--- src/hdl/met_queue.sv ---
// Two-entry queue between the coordinate front end and the iteration core.
// Depends on nothing but its WIDTH parameter.
module met_queue #(
    parameter int WIDTH = 8
) (
    input  logic             i_clk,
    input  logic             i_rst_n,
    input  logic             i_push,
    input  logic [WIDTH-1:0] i_push_data,
    output logic             o_full,
    input  logic             i_pop,
    output logic [WIDTH-1:0] o_pop_data,
    output logic             o_empty
);

    logic             r_head_valid, r_tail_valid;
    logic             n_head_valid, n_tail_valid;
    logic [WIDTH-1:0] r_head, r_tail;
    logic [WIDTH-1:0] n_head, n_tail;

    assign o_full     = r_tail_valid;
    assign o_empty    = !r_head_valid;
    assign o_pop_data = r_head;

    always_comb begin
        n_head_valid = r_head_valid;
        n_tail_valid = r_tail_valid;
        n_head       = r_head;
        n_tail       = r_tail;
        if (i_pop) begin
            if (r_tail_valid) begin
                // advance tail into head, refill tail on a push
                n_head       = r_tail;
                n_tail_valid = i_push;
                n_tail       = i_push_data;
            end else begin
                n_head_valid = i_push;
                n_head       = i_push_data;
            end
        end else if (i_push) begin
            if (!r_head_valid) begin
                n_head_valid = 1'b1;
                n_head       = i_push_data;
            end else begin
                n_tail_valid = 1'b1;
                n_tail       = i_push_data;
            end
        end
    end

    always_ff @(posedge i_clk) begin
        if (!i_rst_n) begin
            r_head_valid <= 1'b0;
            r_tail_valid <= 1'b0;
        end else begin
            r_head_valid <= n_head_valid;
            r_tail_valid <= n_tail_valid;
        end
    end

    always_ff @(posedge i_clk) begin
        r_head <= n_head;
        r_tail <= n_tail;
    end

endmodule

--- config.mk ---
export PLATFORM = sky130hd
export DESIGN_NAME = met_queue
export DESIGN_NICKNAME = d
export VERILOG_FILES = /design/src/hdl/met_queue.sv
export SDC_FILE = /design/constraint.sdc
export NUM_CORES = 1
export LEC_CHECK = 0
export ABC_AREA = 1
export BUFFER_PORTS_ARGS = -buffer_cell sky130_fd_sc_hd__buf_2
export CORE_ASPECT_RATIO = 1.25
export CORE_UTILIZATION = 44
export DETAILED_ROUTE_END_ITERATION = 16
export PLACE_DENSITY = 0.78
export REMOVE_ABC_BUFFERS = 1
export SETUP_SLACK_MARGIN = 0.15
export SYNTH_ARGS = -nofsm -noshare
export SYNTH_HDL_FRONTEND = slang
export SYNTH_SLANG_ARGS = --single-unit
export TNS_END_PERCENT = 20
--- constraint.sdc ---
create_clock -name i_clk -period 2.1 [get_ports i_clk]
set_input_delay 0.315 -clock i_clk [delete_from_list [all_inputs] [get_ports i_clk]]
set_output_delay 0.315 -clock i_clk [all_outputs]
set_load 0.01 [all_outputs]
* Yosys cells after proc, flatten, opt, wreduce, memory -nomap -nowiden
Cells that the tools add are included.
** Storage, ports and cells
- Register bits after elaboration :: 18
- Word-level logic and storage cells :: 29
** Operators by class
- Eq/ne operators :: 3
- Multiplexer cells :: 15
- Reduce and logical (&&, ||, !) cells :: 7
** Operators with widths (count)
- two-way mux 8 bit :: 8
- two-way mux 1 bit :: 7
- AND reduction 2 bit :: 3
- != test 2 bit (second input constant) :: 2
- nonzero test 2 bit :: 2
- AND reduction 3 bit :: 1
- != test 2 x 1 -> 1 bit (second input constant) :: 1
- zero test 1 bit :: 1

* Depth between registers and ports, before layout
Gate-level depths: netlist of the first run.
- Word-level depth :: 3
- Mapped depth :: 5

* Least setup slack after synthesis of the first run
No wires, ideal clock.
- Path kind :: input to register
- Start :: input port i_pop
- End :: register r_tail[0] (enable)
- Library setup time :: 384 ps
- Arrival :: 1062 ps
- Slack :: 654 ps
- Stages on the path :: 3
- Path through :: inv_1 -> nand2_1 -> o21ai_0
** Between the ends
- Longest elaborated chain between the ends :: 2
** RTL lines
- start, declared :: RTL line 11 : input logic i_pop,
- != test 2 x 1 -> 1 bit (no source line) / nonzero test 2 bit (equally long branches)
- AND reduction 3 bit (no source line) *
- end signal, assigned :: RTL line 63 : r_tail <= n_tail;
- end, declared :: RTL line 18 : logic [WIDTH-1:0] r_head, r_tail;
Every way passes the cells marked *; elsewhere a longest branch is shown, timed or not.
A chain may end at the register's enable or synchronous reset.

* Worst setup path in the final report of the first run
- Start :: register r_head_valid
- End :: register r_tail[0] (enable)
** Between the ends
- Longest elaborated chain between the ends :: 2
** RTL lines
- start, declared :: RTL line 16 : logic r_head_valid, r_tail_valid;
- start signal, assigned :: RTL line 56 : r_head_valid <= n_head_valid;
- nonzero test 2 bit (no source line)
- AND reduction 3 bit (no source line)
No other way between the ends.

==> out/metrics.csv, run 1 <==
metric;value;unit
H-Tree Depth;1;
skew final;7.31;ps
global route hottest layer;met2;
Final Util;0.565;
top fanout value on the critical path;8;
Seq/Total Area, Yosys;0.707;
max-cap viol count;0;
Max Transition Viols Final;0;
YS warnings;0;
Clock Tree Buf Depth;2;
antenna violations before repair;0;
Tcrit/Tclk final;0.788;
Leak;0.404;nW
hold endpoint;r_tail[5];
die area;1840;µm²
syn_area_per_cell;12.1;µm²
Yosys top cell by area;edfxtp_1;
hold wc startpoint;i_push_data[5];
FMAX;605;MHz
peak supply drop;531;µV
min-delay worst type;input port to register;
Post-CTS Resized;0;
Die Ht;47.7;µm
crit end category;register;
WS Path Type;register to register;
flop2flop setup slack;450;ps
Area Overhead vs Synth;19.9;%
die width;38.6;µm
slew of the pin with the lowest slew margin;1010;ps
vias;494;
# DRC;2;
post-synth cell types;13;
CTS tree;done;
Antenna Cells;0;
All-Layer GR Usage;0.148;
Req. time, crit path;2010;ps
hold path cells;1;
final WL;1140;µm
min cycle time layout;1650;ps
GR Util met1;0.191;
GR Overflow Total;0;
Synth Instances;61;
clock latency on the worst-skew pair;290;ps
fillers;141;
r2r worst-path depth;2;
starting utilization of the core area;0.471;
Final Hold Fails;0;
Tot Pwr;0.657;mW
I/O pin count;22;
headroom to the max-slew limit;0.318;
vias per inst;4.75;
first-pass GRT wire length;1690;µm
setup TNS;0;ps
I/O Buffers;21;
Arrival @ worst endpoint;1570;ps
HPWL after DPL;866;µm
FP Rows;16;
largest net degree at the start of global routing;12;
top cell type's share of synthesized area;0.653;
synth top area cells;edfxtp_1, nand2_1, dfxtp_1, nand3_1, buf_6;
M3 GR Usage;0.0419;
clk sinks;18;
vias in the first global route;390;
worst reg2reg endpoint;r_tail[0];
Crit Reg-Reg Startpoint;r_head_valid;
DRT iter0 DRCs;15;
share of layout cells above drive strength 1;0.360;
Yosys reg bits;18;
startpoint types;register;
failing checks;design-rule violations;
Pre-Repair DR Iteration Count;10;
# nets final;99;
RSZ-0062 raised after global routing;no;
Num CTS Buffers;3;
met2 usage;0.193;
synthesized area;736;µm²
Clock Root Buffer;clkbuf_4;
status;finished with violations;
PD cells;745;nW/µm²
WL/cell;11.0;µm
CTS Hold Bufs;0;
Clock transition at path regs;100;ps
post-CTS setup buffer count;0;
Final ANT Viol Nets;0;
Final Setup Violations;0;
Placer Congestion;0.819;
total core area;1560;µm²
[state kept, by name, summed over array words and instances, names as in the netlist]
register	cells
o_pop_data	8
r_tail	8
o_full	1
r_head_valid	1
[critical path, stage by stage (launching register included)]
cell and delay, ps:
dfxtp_1 410, nand2_1 90, o21ai_0 790
[stage by stage]
stage | setup WS, ps | instances | hold slack (ps) | cell area [µm²]
after floorplan | 654 | 59 | 414 | 713
after global placement | 390 | 100 | 488 | 856
after detailed placement | 332 | 100 | 502 | 856
after CTS | 412 | 104 | 201 | 882
after global routing | 297 | 104 | 194 | 882
final | 446 | 104 | 210 | 882
[kinds of logic after synthesis]
kind of cell    share of synthesized area
buf+inv                            0.0595
simple gates                        0.201
flops                               0.707
compound gates                     0.0323
[layout by cell type, fill, tap and decap left out, types with 2 or more instances in the layout]
cell | synthesis | routed
dfxtp_1 | 2 | 2
edfxtp_1 | 16 | 16
o21ai_0 | 2 | 2
clkbuf_4 | 0 | 3
nand2_1 | 20 | 20
inv_1 | 4 | 4
nand2_4 | 2 | 2
nand3_1 | 8 | 8
buf_2 | 0 | 21
buf_4 | 0 | 2
[cells in the mapped netlist (all sizes together)]
library cell	number
a21oi	2
buf	2
dfxtp	2
edfxtp	16
inv	5
nand2	23
nand3	8
nor2	1
o21ai	2
[cell type report]
type,count,area [µm²],area share
Multi-Input combinational cell,36,171,0.194
Clock buffer,4,26.3,0.0298
Tap cell,18,22.5,0.0255
Sequential cell,18,520,0.590
Inverter,5,21.3,0.0241
Timing Repair Buffer,23,120,0.136
[routing by layer]
metal  share of wire  wire, µm
met5               0         0
met2            0.49       559
met3           0.051        58
met1            0.44       505
met4           0.017        19
[report_power, final]
| group | leakage [nW] | switching (mW) | internal, mW | total (mW) |
|---|---|---|---|---|
| Sequential | 0.170 | 0.00550 | 0.412 | 0.418 |
| Clock | 0.0150 | 0.0981 | 0.0739 | 0.172 |
| Combinational | 0.218 | 0.0399 | 0.0270 | 0.0669 |
[worst max-delay path by stage]
stage | slack [ps] | endpoint | cells past startpoint | startpoint
after CTS | 410 | r_tail[2] | 2 | r_head_valid
after detailed placement | 330 | r_tail[4] | 4 | i_pop
final | 450 | r_tail[0] | 2 | r_head_valid
after global routing | 300 | r_tail[2] | 2 | r_head_valid
after global placement | 390 | r_tail[4] | 4 | i_pop
after floorplan | 650 | r_tail[0] | 3 | i_pop
Power figures use the tool's default switching activity.
==> run 2: changes to the inputs <==
--- a/config.mk
+++ b/config.mk
@@ -5,12 +5,11 @@
 export SDC_FILE = /design/constraint.sdc
 export NUM_CORES = 1
 export LEC_CHECK = 0
-export ABC_AREA = 1
+export ABC_AREA = 0
 export BUFFER_PORTS_ARGS = -buffer_cell sky130_fd_sc_hd__buf_2
-export CORE_ASPECT_RATIO = 1.25
-export CORE_UTILIZATION = 44
+export CORE_UTILIZATION = 42
 export DETAILED_ROUTE_END_ITERATION = 16
-export PLACE_DENSITY = 0.78
+export PLACE_DENSITY = 0.79
 export REMOVE_ABC_BUFFERS = 1
 export SETUP_SLACK_MARGIN = 0.15
 export SYNTH_ARGS = -nofsm -noshare
==> constraint.sdc (replaced) <==
create_clock -name i_clk -period 1.5 [get_ports i_clk]
set_input_delay 0.225 -clock i_clk [delete_from_list [all_inputs] [get_ports i_clk]]
set_output_delay 0.225 -clock i_clk [all_outputs]
set_load 0.01 [all_outputs]
==> out/metrics.csv, run 2 <==
metric;value;unit;change
Synth Instances;37;;-39%
Clock Tree Buf Depth;2;;unchanged
die area;1780;µm²;-3.5%
startpoint types;register;;
Final Hold Fails;0;;unchanged
All-Layer GR Usage;0.151;;+0.00379
r2r worst-path depth;2;;unchanged
Final ANT Viol Nets;0;;unchanged
most frequent cells in the layout;buf_2, edfxtp_1, mux2_2;;
Yosys top cell by area;edfxtp_1;;
Fin Hold WS;131;ps;-79.1 ps
CTS tree;done;;
synth top area cells;edfxtp_1, mux2_2, dfxtp_1, nand2_4, a21o_2;;
final WL;1100;µm;-3.8%
Post-synth top cells;edfxtp_1, mux2_2, dfxtp_1, nand2_1;;
Area Overhead vs Synth;22.4;%;
Placer Congestion;0.649;;-21%
Pre-Repair DR Iteration Count;4;;-6
worst setup path startpoint;o_full;;
vias in the first global route;441;;+13%
min setup slack post-route;335;ps;-111 ps
Crit Reg-Reg Startpoint;o_full;;
asr flop ratio synth;0;;unchanged
clk sinks;18;;unchanged
Req. time, crit path;1460;ps;-550 ps
FP Rows;14;;-2
antenna violations before repair;0;;unchanged
Clock Root Buffer;clkbuf_4;;
largest net degree at the start of global routing;11;;-1
slew of the pin with the lowest slew margin;320;ps;-693 ps
crit end category;register;;
worst reg2reg endpoint;r_tail[1];;
PD cells;1080;nW/µm²;+46%
I/O Buffers;21;;unchanged
FMAX;858;MHz;+42%
Tcrit/Tclk final;0.777;;-0.0110
CTS Hold Bufs;0;;unchanged
I/O pin count;22;;unchanged
WL/cell;14.1;µm;+28%
Num CTS Buffers;3;;unchanged
max-cap viol count;0;;unchanged
total core area;1510;µm²;-3.5%
vias;399;;-19%
HPWL after DPL;814;µm;-6.0%
YS warnings;0;;unchanged
post-synth cell types;13;;unchanged
vias per inst;5.12;;+7.7%
share of layout cells above drive strength 1;0.548;;+0.188
starting utilization of the core area;0.449;;-0.0218
peak supply drop;513;µV;-3.5%
commonest non-fill, non-tap cell in the layout;buf_2;;
min-delay worst type;input port to register;;
hold endpoint;r_tail[5];;
top cell type's share of synthesized area;0.710;;+0.0567
WS Path Type;register to register;;
clock latency on the worst-skew pair;280;ps;about the same
most frequent cell after synthesis;edfxtp_1;;
setup TNS;0;ps;unchanged
Clock transition at path regs;100;ps;about the same
GR Overflow Total;0;;unchanged
H-Tree Depth;1;;unchanged
die width;42.1;µm;+9.3%
post-CTS setup buffer count;0;;unchanged
flop2flop setup slack;340;ps;-110 ps
ys flop type;edfxtp_1;;
Final Util;0.550;;-0.0151
Post-CTS Resized;0;;unchanged
hold wc startpoint;i_push_data[5];;
number of enable flip-flop cells after synthesis;16;;unchanged
headroom to the max-slew limit;0.786;;+0.469
Yosys reg bits;18;;unchanged
Arrival @ worst endpoint;1120;ps;-450 ps
# nets final;75;;-24%
Final Setup Violations;0;;unchanged
synthesized area;677;µm²;-8.0%
status;completed;;
# DRC;0;;-2
min cycle time layout;1160;ps;-489 ps
first-pass GRT wire length;1930;µm;+14%
Leak;0.338;nW;-16%
Max Transition Viols Final;0;;unchanged
RSZ-0062 raised after global routing;no;;
Die Ht;42.1;µm;-12%
Antenna Cells;0;;unchanged
syn_area_per_cell;18.3;µm²;+52%
Place WS;343;ps;+10.6 ps
Seq/Total Area, Yosys;0.769;;+0.0615
top fanout value on the critical path;10;;+2
DRT iter0 DRCs;2;;-13
hold path cells;1;;unchanged
skew final;4.38;ps;-2.93 ps
[run 2: cell types whose count changed in the layout (fill, tap and decap cells not counted), sizes merged, moves of 2 or more]
cell	previous run	this run
inv	5	1
buf	23	21
mux2	0	8
nand3	8	0
nand2	23	3
[run 2: area by class of cell]
type / instances / area [µm²]
inverter: 1 / 3.75
tap: 16 / 20.0
multi-input combinational: 18 / 153
sequential: 18 / 520
timing repair buffer: 21 / 105
fill: 132 / 678
clock inverter: 1 / 3.75
clock buffer: 3 / 22.5
[run 2: logic make-up after synthesis]
logic type / count (synthesis) / synth area share
muxes: 8 / 0.133
AOI/OAI and AO/OA: 4 / 0.0388
and+or+nand+nor: 6 / 0.0536
DFF: 18 / 0.769
buffers and inverters: 1 / 0.00554
[run 2: per-stage QoR]
step | power [mW] | instance area, µm² | std cells
detailed placement | 0.678 | 802 | 74
global placement | 0.674 | 802 | 74
floorplan | 0.634 | 677 | 37
global route | 0.940 | 828 | 78
CTS | 0.906 | 828 | 78
finish | 0.898 | 828 | 78
[run 2: worst max path at each step]
stage / end / slack [ps] / cells past startpoint
floorplan: r_tail[0] / 410 / 2
global placement: r_tail[4] / 380 / 2
detailed placement: r_tail[4] / 340 / 2
CTS: r_tail[6] / 310 / 2
global route: r_tail[1] / 250 / 2
finish: r_tail[1] / 340 / 2
[run 2: critical path: stages (launching register included)]
cell     delay, ps
dfxtp_1        420
nand2_4        140
nand2_1        280
[run 2: power by group]
part	internal, mW	switching (mW)
logic	0.0385	0.0436
clock network	0.0964	0.136
registers	0.576	0.00776
total	0.711	0.187
[run 2: per-layer routing]
layer  track usage  up-vias  routed length [µm]
li1              -      189                   -
met1         0.185      195                 455
met2         0.259       15                 587
met3        0.0388        0                  57
met4        0.0563        0                   0
met5             0        -                   0
