--- src/hdl/met_pkg.sv ---
// Shared types and constants for the Mandelbrot escape-time pixel block.
// No dependencies.
package met_pkg;

    localparam int CFG_INDEX_BITS = 3;
    localparam int CFG_DATA_BITS  = 32;
    localparam int ORIGIN_BITS    = 32;
    localparam int STEP_BITS      = 31;
    localparam int LIMIT_BITS     = 16;
    localparam int SHADE_BITS     = 8;
    localparam int DIV_BITS       = SHADE_BITS + LIMIT_BITS;
    localparam int DIV_STEP_BITS  = $clog2(SHADE_BITS);

    typedef enum logic [CFG_INDEX_BITS-1:0] {
        CFG_REAL_ORIGIN     = 3'd0,
        CFG_IMAG_ORIGIN     = 3'd1,
        CFG_REAL_STEP       = 3'd2,
        CFG_IMAG_STEP       = 3'd3,
        CFG_ITERATION_LIMIT = 3'd4,
        CFG_COLOUR_SCALE    = 3'd5
    } t_cfg_index;

    typedef struct packed {
        logic [ORIGIN_BITS-1:0] real_origin;
        logic [ORIGIN_BITS-1:0] imag_origin;
        logic [STEP_BITS-1:0]   real_step;
        logic [STEP_BITS-1:0]   imag_step;
        logic [LIMIT_BITS-1:0]  iteration_limit;
        logic [SHADE_BITS-1:0]  colour_scale;
    } t_cfg;

    localparam t_cfg CFG_RESET = '{
        real_origin:     32'hE000_0000,
        imag_origin:     32'hEC00_0000,
        real_step:       31'd655360,
        imag_step:       31'd655360,
        iteration_limit: 16'd200,
        colour_scale:    8'd255
    };

    typedef struct packed {
        logic                  start;
        logic [LIMIT_BITS-1:0] count;
    } t_div_req;

    typedef struct packed {
        logic                  done;
        logic [SHADE_BITS-1:0] shade;
    } t_div_rsp;

endpackage

--- src/hdl/met_div.sv ---
// Shade divider: floor(colour_scale * count / iteration_limit), one quotient bit a cycle.
// Depends on met_pkg for the configuration and request/response types.
module met_div (
    input  logic              i_clk,
    input  logic              i_rst_n,
    input  met_pkg::t_cfg     i_cfg,
    input  met_pkg::t_div_req i_req,
    output met_pkg::t_div_rsp o_rsp
);

    localparam int DW = met_pkg::DIV_BITS;
    localparam int QW = met_pkg::SHADE_BITS;
    localparam int KW = met_pkg::DIV_STEP_BITS;

    logic                            r_busy;
    logic                            r_done;
    logic [KW-1:0]                   r_step;
    logic [DW-1:0]                   r_rem;
    logic [met_pkg::LIMIT_BITS-1:0]  r_den;
    logic [QW-1:0]                   r_quo;
    logic                            r_zero;
    logic [DW-1:0]                   w_trial;
    logic                            w_fits;

    // quotient is below 2^QW since count never exceeds the limit
    assign w_trial = DW'(r_den) << r_step;
    assign w_fits  = r_rem >= w_trial;

    assign o_rsp.done  = r_done;
    assign o_rsp.shade = r_zero ? '0 : r_quo;

    always_ff @(posedge i_clk) begin
        if (!i_rst_n) begin
            r_busy <= 1'b0;
            r_done <= 1'b0;
            r_step <= '0;
        end else begin
            r_done <= r_busy && (r_step == '0);
            if (i_req.start) begin
                r_busy <= 1'b1;
                r_step <= KW'(QW - 1);
            end else if (r_busy) begin
                if (r_step == '0) begin
                    r_busy <= 1'b0;
                end else begin
                    r_step <= r_step - 1'b1;
                end
            end
        end
    end

    always_ff @(posedge i_clk) begin
        if (i_req.start) begin
            r_rem  <= DW'(i_cfg.colour_scale) * DW'(i_req.count);
            r_den  <= i_cfg.iteration_limit;
            r_zero <= i_cfg.iteration_limit == '0;
            r_quo  <= '0;
        end else if (r_busy && w_fits) begin
            r_rem         <= r_rem - w_trial;
            r_quo[r_step] <= 1'b1;
        end
    end

endmodule

--- config.mk ---
export PLATFORM = sky130hd
export DESIGN_NAME = met_div
export DESIGN_NICKNAME = d
export VERILOG_FILES = /design/src/hdl/met_pkg.sv /design/src/hdl/met_div.sv
export SDC_FILE = /design/constraint.sdc
export NUM_CORES = 1
export LEC_CHECK = 0
export BUFFER_PORTS_ARGS = -buffer_cell sky130_fd_sc_hd__buf_2
export CORE_ASPECT_RATIO = 1.75
export CORE_MARGIN = 2
export CORE_UTILIZATION = 61
export CTS_CLUSTER_DIAMETER = 150
export DETAILED_ROUTE_END_ITERATION = 8
export MAX_ROUTING_LAYER = met4
export PLACE_DENSITY_LB_ADDON = 0.2
export SYNTH_ARGS = -nofsm -noshare
export SYNTH_HDL_FRONTEND = slang
export SYNTH_SLANG_ARGS = --single-unit
--- constraint.sdc ---
create_clock -name i_clk -period 11.5 [get_ports i_clk]
set_input_delay 0.575 -clock i_clk [delete_from_list [all_inputs] [get_ports i_clk]]
set_output_delay 0.575 -clock i_clk [all_outputs]
set_load 0.01 [all_outputs]
Yosys cells after proc, flatten, opt, wreduce, memory -nomap -nowiden. Cells that the tools add are included.

Shift operators: 1. Muxes and demuxes: 11. Multiply operators: 1. Eq/ne operators: 1. Add/sub/neg operators: 2. $lt $le $gt $ge: 3. Bitwise operators: 1. Reduce and logical (&&, ||, !) cells: 8.

Operators by type and width (count): 24-bit 2-to-1 mux (2); 24-bit greater-or-equal comparator (1); 8-bit by 16-bit multiplier with 24-bit output (1); 16-bit by 3-bit << shifter with 24-bit output (1); 24-bit subtractor (1); 16-bit logical NOT (1); 3-bit 2-to-1 mux (3); 8-bit 2-to-1 mux (1); 8-bit OR (1); 3-bit by 4-bit < comparator with 1-bit output (second input constant) (1); 1-bit 2-to-1 mux (4); 2-bit nonzero test (2); 1-bit demux with 3-bit select (1); 3-bit by 1-bit greater-or-equal comparator with 1-bit output (second input constant) (1); 1-bit logical AND (3); 3-bit logical NOT (1); 3-bit by 1-bit subtractor with 3-bit output (second input constant) (1); 2-bit inequality test (second input constant) (1); 2-bit AND reduction (1).

Output and inout port bits: 9. Logic and storage cells: 35. Flip-flop bits (word level): 54.

Depth between registers and ports, before layout. Gate-level depths: netlist of the first run.

Depth in word-level cells: 5. Depth in mapped cells: 20. Gate-level depth less buffers: 18.

Worst setup path after synthesis of the first run. OpenSTA, ideal clock, no wires.

Path kind: input to register. Start: input i_cfg[2] (netlist name). End: register r_rem[16], data pin. Stages: 17. Path buffers: 1. Slack: 6.608 ns. Library setup time: 0.273 ns. Data arrival time: 4.619 ns. Path through: clkbuf_1 > nand2_1 > fa_1 > fa_1 > inv_1 > fa_1 > inv_1 > fa_1 > inv_1 > ha_1 > nor2b_1 > nor4_2 > o21ai_0 > a21oi_1 > o21ai_0 > xnor2_1 > mux2i_1.

Cells in the longest elaborated chain, start to end: 2.

Ends and longest elaborated chain: start, declared (RTL line met_div.sv:6) `input met_pkg::t_cfg i_cfg,`; 8-bit by 16-bit multiplier with 24-bit output (RTL line met_div.sv:54) `r_rem <= DW'(i_cfg.colour_scale) * DW'(i_req.count);`; 24-bit 2-to-1 mux (RTL line met_div.sv:53) `if (i_req.start) begin`; end signal, assigned (RTL line met_div.sv:54); end signal, assigned (RTL line met_div.sv:59) `r_rem <= r_rem - w_trial;`; end, declared (RTL line met_div.sv:18) `logic [DW-1:0] r_rem;`.

Every way passes these cells. A chain may end at the register's enable or synchronous reset.

Worst setup path after layout of the first run.
Start: input i_cfg[2] (netlist name). End: register r_rem[18], data pin.

Same word-level chain as after synthesis.

==> results of run 1 <==
==> final timing paths <==
check | endpoint | slack [ns] | cells after the start | startpoint
worst min-delay path | r_quo[5]$_SDFFE_PP0P_ | 0.46 | 2 | r_quo[5]$_SDFFE_PP0P_
worst min register to register | r_quo[5]$_SDFFE_PP0P_ | 0.46 | 2 | r_quo[5]$_SDFFE_PP0P_
worst max register to register | r_rem[14]$_DFFE_PP_ | 7.10 | 12 | r_step[0]$_SDFFE_PN0P_
worst max-delay path | r_rem[18]$_DFFE_PP_ | 6.24 | 17 | i_cfg[2]
==> logic make-up after synthesis <==
family	count (synthesis)	share of synthesized area
multiplexers	29	0.04542
buffers and inverters	152	0.07410
XOR/XNOR	39	0.04351
AO/OA/AOI/OAI	165	0.1296
AND/OR/NAND/NOR	277	0.1908
adder cells (fa/ha/maj)	154	0.3267
flip-flops	54	0.1900
==> cells in the final DEF (no fill, tap or decap), drive strengths merged, types with 7 or more instances in the layout <==
master | synthesis | final
a21o | 12 | 12
a21oi | 65 | 65
a31oi | 7 | 7
and2 | 109 | 109
buf | 4 | 55
clkbuf | 28 | 8
dfxtp | 13 | 13
edfxtp | 41 | 41
fa | 85 | 85
ha | 69 | 69
inv | 120 | 120
mux2i | 21 | 21
nand2 | 61 | 61
nand3 | 12 | 12
nand4 | 7 | 7
nor2 | 33 | 33
nor2b | 14 | 14
nor3 | 11 | 11
o2111ai | 9 | 9
o21a | 9 | 9
o21ai | 36 | 36
xnor2 | 24 | 24
xor2 | 15 | 15
==> area by class of cell <==
type,instances,area [um2],area share
clock buffer,8,188.9,0.02248
inverter,120,450.4,0.05360
multi-input combinational,664,5778,0.6875
sequential,54,1491,0.1775
tap,168,210.2,0.02501
timing repair buffer,55,285.3,0.03394
==> state kept, by name (all words and copies together) (netlist names) <==
signal and count:
r_den 16, r_busy 1, r_zero 1, r_quo 8, r_step 3, r_done 1, r_rem 24
==> critical path: stages <==
cell and delay (ns):
buf_2 0.25, nand2_1 0.13, fa_1 0.53, fa_1 0.55
inv_1 0.05, fa_1 0.53, inv_1 0.05, fa_1 0.53
inv_1 0.04, ha_1 0.35, nor2b_1 0.18, nor4_2 0.41
o21ai_0 0.20, a21oi_1 0.41, o21ai_0 0.21, xnor2_1 0.18
mux2i_1 0.09
==> layer usage <==
layer | vias to the layer above | wire [um] | track usage | part of all wire
met2 | 170 | 9627 | 0.5184 | 0.55
li1 | 2985 | - | - | -
met3 | 44 | 534 | 0.01568 | 0.031
met5 | - | 0 | - | 0
met4 | 0 | 547 | 0.1055 | 0.031
met1 | 3022 | 6701 | 0.2874 | 0.38
==> power by group through the flow <==
| stage | clock (mW) | sequential, mW | combinational, mW |
|---|---|---|---|
| after floorplan | 0 | 0.314 | 1.03 |
| after global placement | 0 | 0.321 | 1.24 |
| after detailed placement | 0 | 0.322 | 1.28 |
| after CTS | 0.186 | 0.318 | 1.29 |
| after global routing | 0.194 | 0.323 | 1.49 |
| final | 0.184 | 0.318 | 1.31 |
==> through the flow <==
stage	setup WS (ns)	util	area, um2	total power, mW
after floorplan	6.608	-	7851	1.344
after global placement	6.099	0.6573	8215	1.560
after detailed placement	5.998	0.6573	8215	1.604
after CTS	6.287	0.6724	8404	1.799
after global routing	5.924	0.6724	8404	2.003
final	6.243	0.6724	8404	1.810
==> results.toml, run 1 <==
[power_and_ir_drop]
p_per_area_nw_per_um2 = 215.3
p_leak_nw = 3.836
switchingPower_mw = 0.8460
ir_drop_uv = 88.18
p_int_mw = 0.9637
sw_frac_of_total = 0.4675
clock_power_share = 0.101
pwr-share-comb = 0.723
p_seq_frac = 0.176

[synth]
synthesis.nets = 1193
netlist.top_cell.by_area = "fa_1"
synth_area_um2 = 7851
ys_seq_elements = 54
synth_common_cells = "inv_1, and2_1, fa_1"
synth_most_common_cell = "inv_1"
syn_area_per_cell_um2 = 9.024
ys_warn_count = 0
synth_edf_count = 41
ys_seq_area_frac = 0.1900
syn_inst = 870
async_reset_ff_frac = 0
synthFlopType = "edfxtp_1"
synth.area.top_cells = "fa_1, edfxtp_1, ha_1, and2_1, inv_1"
synth_top_area_frac = 0.2167
synth_cell_types = 56

[clocking]
postCtsSetupBuffers = 0
clockBufferDepth = 2
clk_latency_ns = 0.30
clock_sinks = 54
cts_resized = 0
hold_buffers = 0
tritoncts = "yes"
cts_buffers = 5
h-tree-depth = 2
cts_root_buf = "clkbuf_16"
clkTransAtPathRegs_ns = 0.07

[global_route]
grt_remaining_overflow = 0
grt_usage = 0.2699
grt_pass1_vias = 6726
antenna_found_initial = 0
grt_pass1_wl_um = 30170
grt_max_degree = 74

[drt]
num_vias = 6221
ant_nets = 0
drt_iter0_drc = 212
drc = 0
drt_first_pass_iters = 5
drt-total-wl_um = 17410
drt-wirelength-per-cell_um = 16.29
vias_per_cell = 5.819

[timing]
rsz0062_at_grt = "false"
drv_slew = 0
hold_viol = 0
slew_headroom = 0.3370
fmax_ghz = 0.1902
fin_setup_tns_ns = 0
period_share = 0.4572
period_needed_ns = 5.257
finClkSkew_ns = 0.01031
setup_viol = 0
worst_slew_pin_slew_ns = 0.9945
hold_ws_ns = 0.4599

[die]
dieHeight_um = 154.1
core_area_um2 = 12500
die_x_um = 89.76
start_util = 0.6281
die_area_um2 = 13830
io_pins = 178
rows = 54

[setup_path]
worstPathRequired_ns = 11.53
critical_path_class = "input port to flip-flop"
crit_fanout = 16
critical_path.endpoint_type = "flip-flop"
critPathLaunchType = "input port"
crit_arrival_ns = 5.28

[finish]
drive_above_1_share = 0.08546
stdcell_count = 1069
n_antenna_cell = 0
final_nets = 1223
syn_to_final_growth_pct = 7.044
fillers = 1021

[placed_design]
hpwl_um = 13880
io_buffers = 51
numPlacedInstances = 1061
gp_congestion = 0.9102

[hold_path]
hp-class = "flip-flop to flip-flop"

[run]
cap_violations = 0

[outcome]
status = "complete, no violations"
No activity file was read; power rests on OpenSTA's default activity.
==> run 2: changes to the inputs <==
--- a/config.mk
+++ b/config.mk
@@ -8,7 +8,7 @@
 export BUFFER_PORTS_ARGS = -buffer_cell sky130_fd_sc_hd__buf_2
 export CORE_ASPECT_RATIO = 1.75
 export CORE_MARGIN = 2
-export CORE_UTILIZATION = 61
+export CORE_UTILIZATION = 51
 export CTS_CLUSTER_DIAMETER = 150
 export DETAILED_ROUTE_END_ITERATION = 8
 export MAX_ROUTING_LAYER = met4
==> constraint.sdc (replaced) <==
create_clock -name i_clk -period 4.75 [get_ports i_clk]
set_input_delay 0.2375 -clock i_clk [delete_from_list [all_inputs] [get_ports i_clk]]
set_output_delay 0.2375 -clock i_clk [all_outputs]
set_load 0.01 [all_outputs]
==> run 2 against run 1 <==
Effect of this change:
- setup slack got worse by 6.0 ns
- non-clock buffer count grew 43
- global-route usage fell by 5.2 points
- largest power group unchanged
- sequential cell count unchanged
- first-iteration DRC count decreased by 10%
- worst hold slack got worse by 0.33 ns
- cell count up 5.7%
- critical path depth up 1
- combinational power rose to 2.5 times the previous value
- sequential power increased by 150%
==> results.toml, run 2 (synthesis gave the netlist of run 1 again) <==
[clocking]
clock_sinks = 54
h-tree-depth = 2
cts_resized = 0
cts_root_buf = "clkbuf_16"
clk_latency_ns = 0.30
clockBufferDepth = 2
cts_buffers = 5
tritoncts = "yes"
postCtsSetupBuffers = 0
clkTransAtPathRegs_ns = 0.07
hold_buffers = 0

[drt]
num_vias = 6151
ant_nets = 0
drt-wirelength-per-cell_um = 14.80
drt_iter0_drc = 190
vias_per_cell = 5.443
drt_first_pass_iters = 5
drt-total-wl_um = 16720
drc = 0

[timing]
hold_viol = 0
fmax_ghz = 0.2229
setup_viol = 0
worst_slew_pin_slew_ns = 0.6591
fin_setup_tns_ns = 0
slew_headroom = 0.5576
finClkSkew_ns = 0.006743
rsz0062_at_grt = "false"
period_needed_ns = 4.486
drv_slew = 0
period_share = 0.9445

[outcome]
status = "complete, no violations"

[global_route]
grt_pass1_wl_um = 28880
antenna_found_initial = 0
grt_usage = 0.2181
grt_max_degree = 35
grt_remaining_overflow = 0
grt_pass1_vias = 6417

[finish]
final_cell_mix = "inv_1, and2_1, fa_1, ha_1, a21oi_1"
drive_above_1_share = 0.1271
n_antenna_cell = 0
stdcell_area_um2 = 8706
syn_to_final_growth_pct = 10.88
largest_reg_flops = 24
final_common_cell = "inv_1"
reg.largest.list = "r_rem x24, r_den x16, r_quo x8"
fillers = 1426
final_util = 0.5713
final_nets = 1266
regMostFlops = "r_rem"

[setup_path]
r2r_slack_ns = 0.60
crit_family = "adder cells"
critical_path_class = "input port to flip-flop"
reg2reg_from = "r_step[0]$_SDFFE_PN0P_"
cp_num_cells = 18
r2r-end = "r_rem[4]$_DFFE_PP_"
worstPathRequired_ns = 4.79
path_cells = "buf_2, nand2_1, fa_1, fa_1, inv_1, fa_1, inv_1, fa_1, inv_1, ha_1, o2111ai_1, a31oi_1, o31ai_1, buf_4, o21a_1, o21ai_0, xnor2_1, mux2i_1"
crit_slowest_cell = "fa_1"
critical_path.endpoint_type = "flip-flop"
cp_common_cell = "fa_1"
cp-endpoint = "r_rem[19]$_DFFE_PP_"
critPathMaxStageDelay_ns = 0.54
r2r_cells = 11
crit_arrival_ns = 4.53
path_buf_inv = 5
crit_fanout = 11
critPathLaunchType = "input port"
crit_start = "i_cfg[3]"

[die]
io_pins = 178
die_area_um2 = 16440
core_area_um2 = 15240
start_util = 0.5152
dieHeight_um = 168.1
die_x_um = 97.79
rows = 60

[power_and_ir_drop]
p_leak_nw = 4.020
p_per_area_nw_per_um2 = 511.2
ir_drop_uv = 232.8

[placed_design]
io_buffers = 51
hpwl_um = 14170
gp_congestion = 0.8849
placed_area_um2 = 8561

[hold_path]
min-delay-start = "i_cfg[18]"
hp-class = "input port to flip-flop"

[run]
cap_violations = 0
## run 2: worst min-delay path by stage
stage	depth (start not counted)	slack (ns)	to
floorplan	0	0.34	r_den[0]$_DFFE_PP_
global placement	1	0.43	r_den[0]$_DFFE_PP_
detailed placement	1	0.43	r_den[1]$_DFFE_PP_
CTS	1	0.13	r_den[1]$_DFFE_PP_
global route	1	0.13	r_den[15]$_DFFE_PP_
finish	1	0.13	r_den[10]$_DFFE_PP_
## run 2: area by class of cell
cell class / count / area [um2] / share of cell area
multi-input cells: 664 / 5784 / 0.6644
flip-flops and latches: 54 / 1491 / 0.1713
repair buffers: 98 / 608.1 / 0.06985
inverters: 120 / 450.4 / 0.05174
well taps: 186 / 232.7 / 0.02673
clock buffers: 6 / 128.9 / 0.01480
clock inverters: 2 / 10.01 / 0.001150
## run 2: layer usage
layer / vias to the layer above / GRT usage / part of all wire
met5: - / - / 0
met4: 0 / 0.05737 / 0.023
met3: 24 / 0.01577 / 0.021
met2: 96 / 0.4357 / 0.56
met1: 2964 / 0.2257 / 0.39
li1: 3067 / - / -
## run 2: worst reg2reg max path, cell delays in order (launching register included)
cell and delay, ns:
dfxtp_1 0.67, buf_4 0.32, mux4_2 0.56, a21oi_1 0.18
ha_1 0.21, nand4_1 0.16, a21oi_1 0.34, o211ai_2 0.16
a31oi_2 0.36, o31a_1 0.40, or3_1 0.17, buf_4 0.30
## run 2: stage by stage
step | worst slack, ns | hold slack, ns | total power [mW] | std cells
3_3_place_gp | -0.1583 | 0.4328 | 4.044 | 1122
2_1_floorplan | 0.1955 | 0.3364 | 3.254 | 870
6_report | 0.2637 | 0.1300 | 4.451 | 1130
5_1_grt | 0.002756 | 0.1312 | 4.970 | 1130
3_5_place_dp | -0.1609 | 0.4322 | 4.084 | 1122
4_1_cts | 0.1528 | 0.1267 | 4.473 | 1130
## run 2: report_power, final
group	switching, mW	internal, mW	total, mW
registers	0.0635	0.718	0.781
clock network	0.166	0.194	0.360
logic	1.79	1.52	3.31
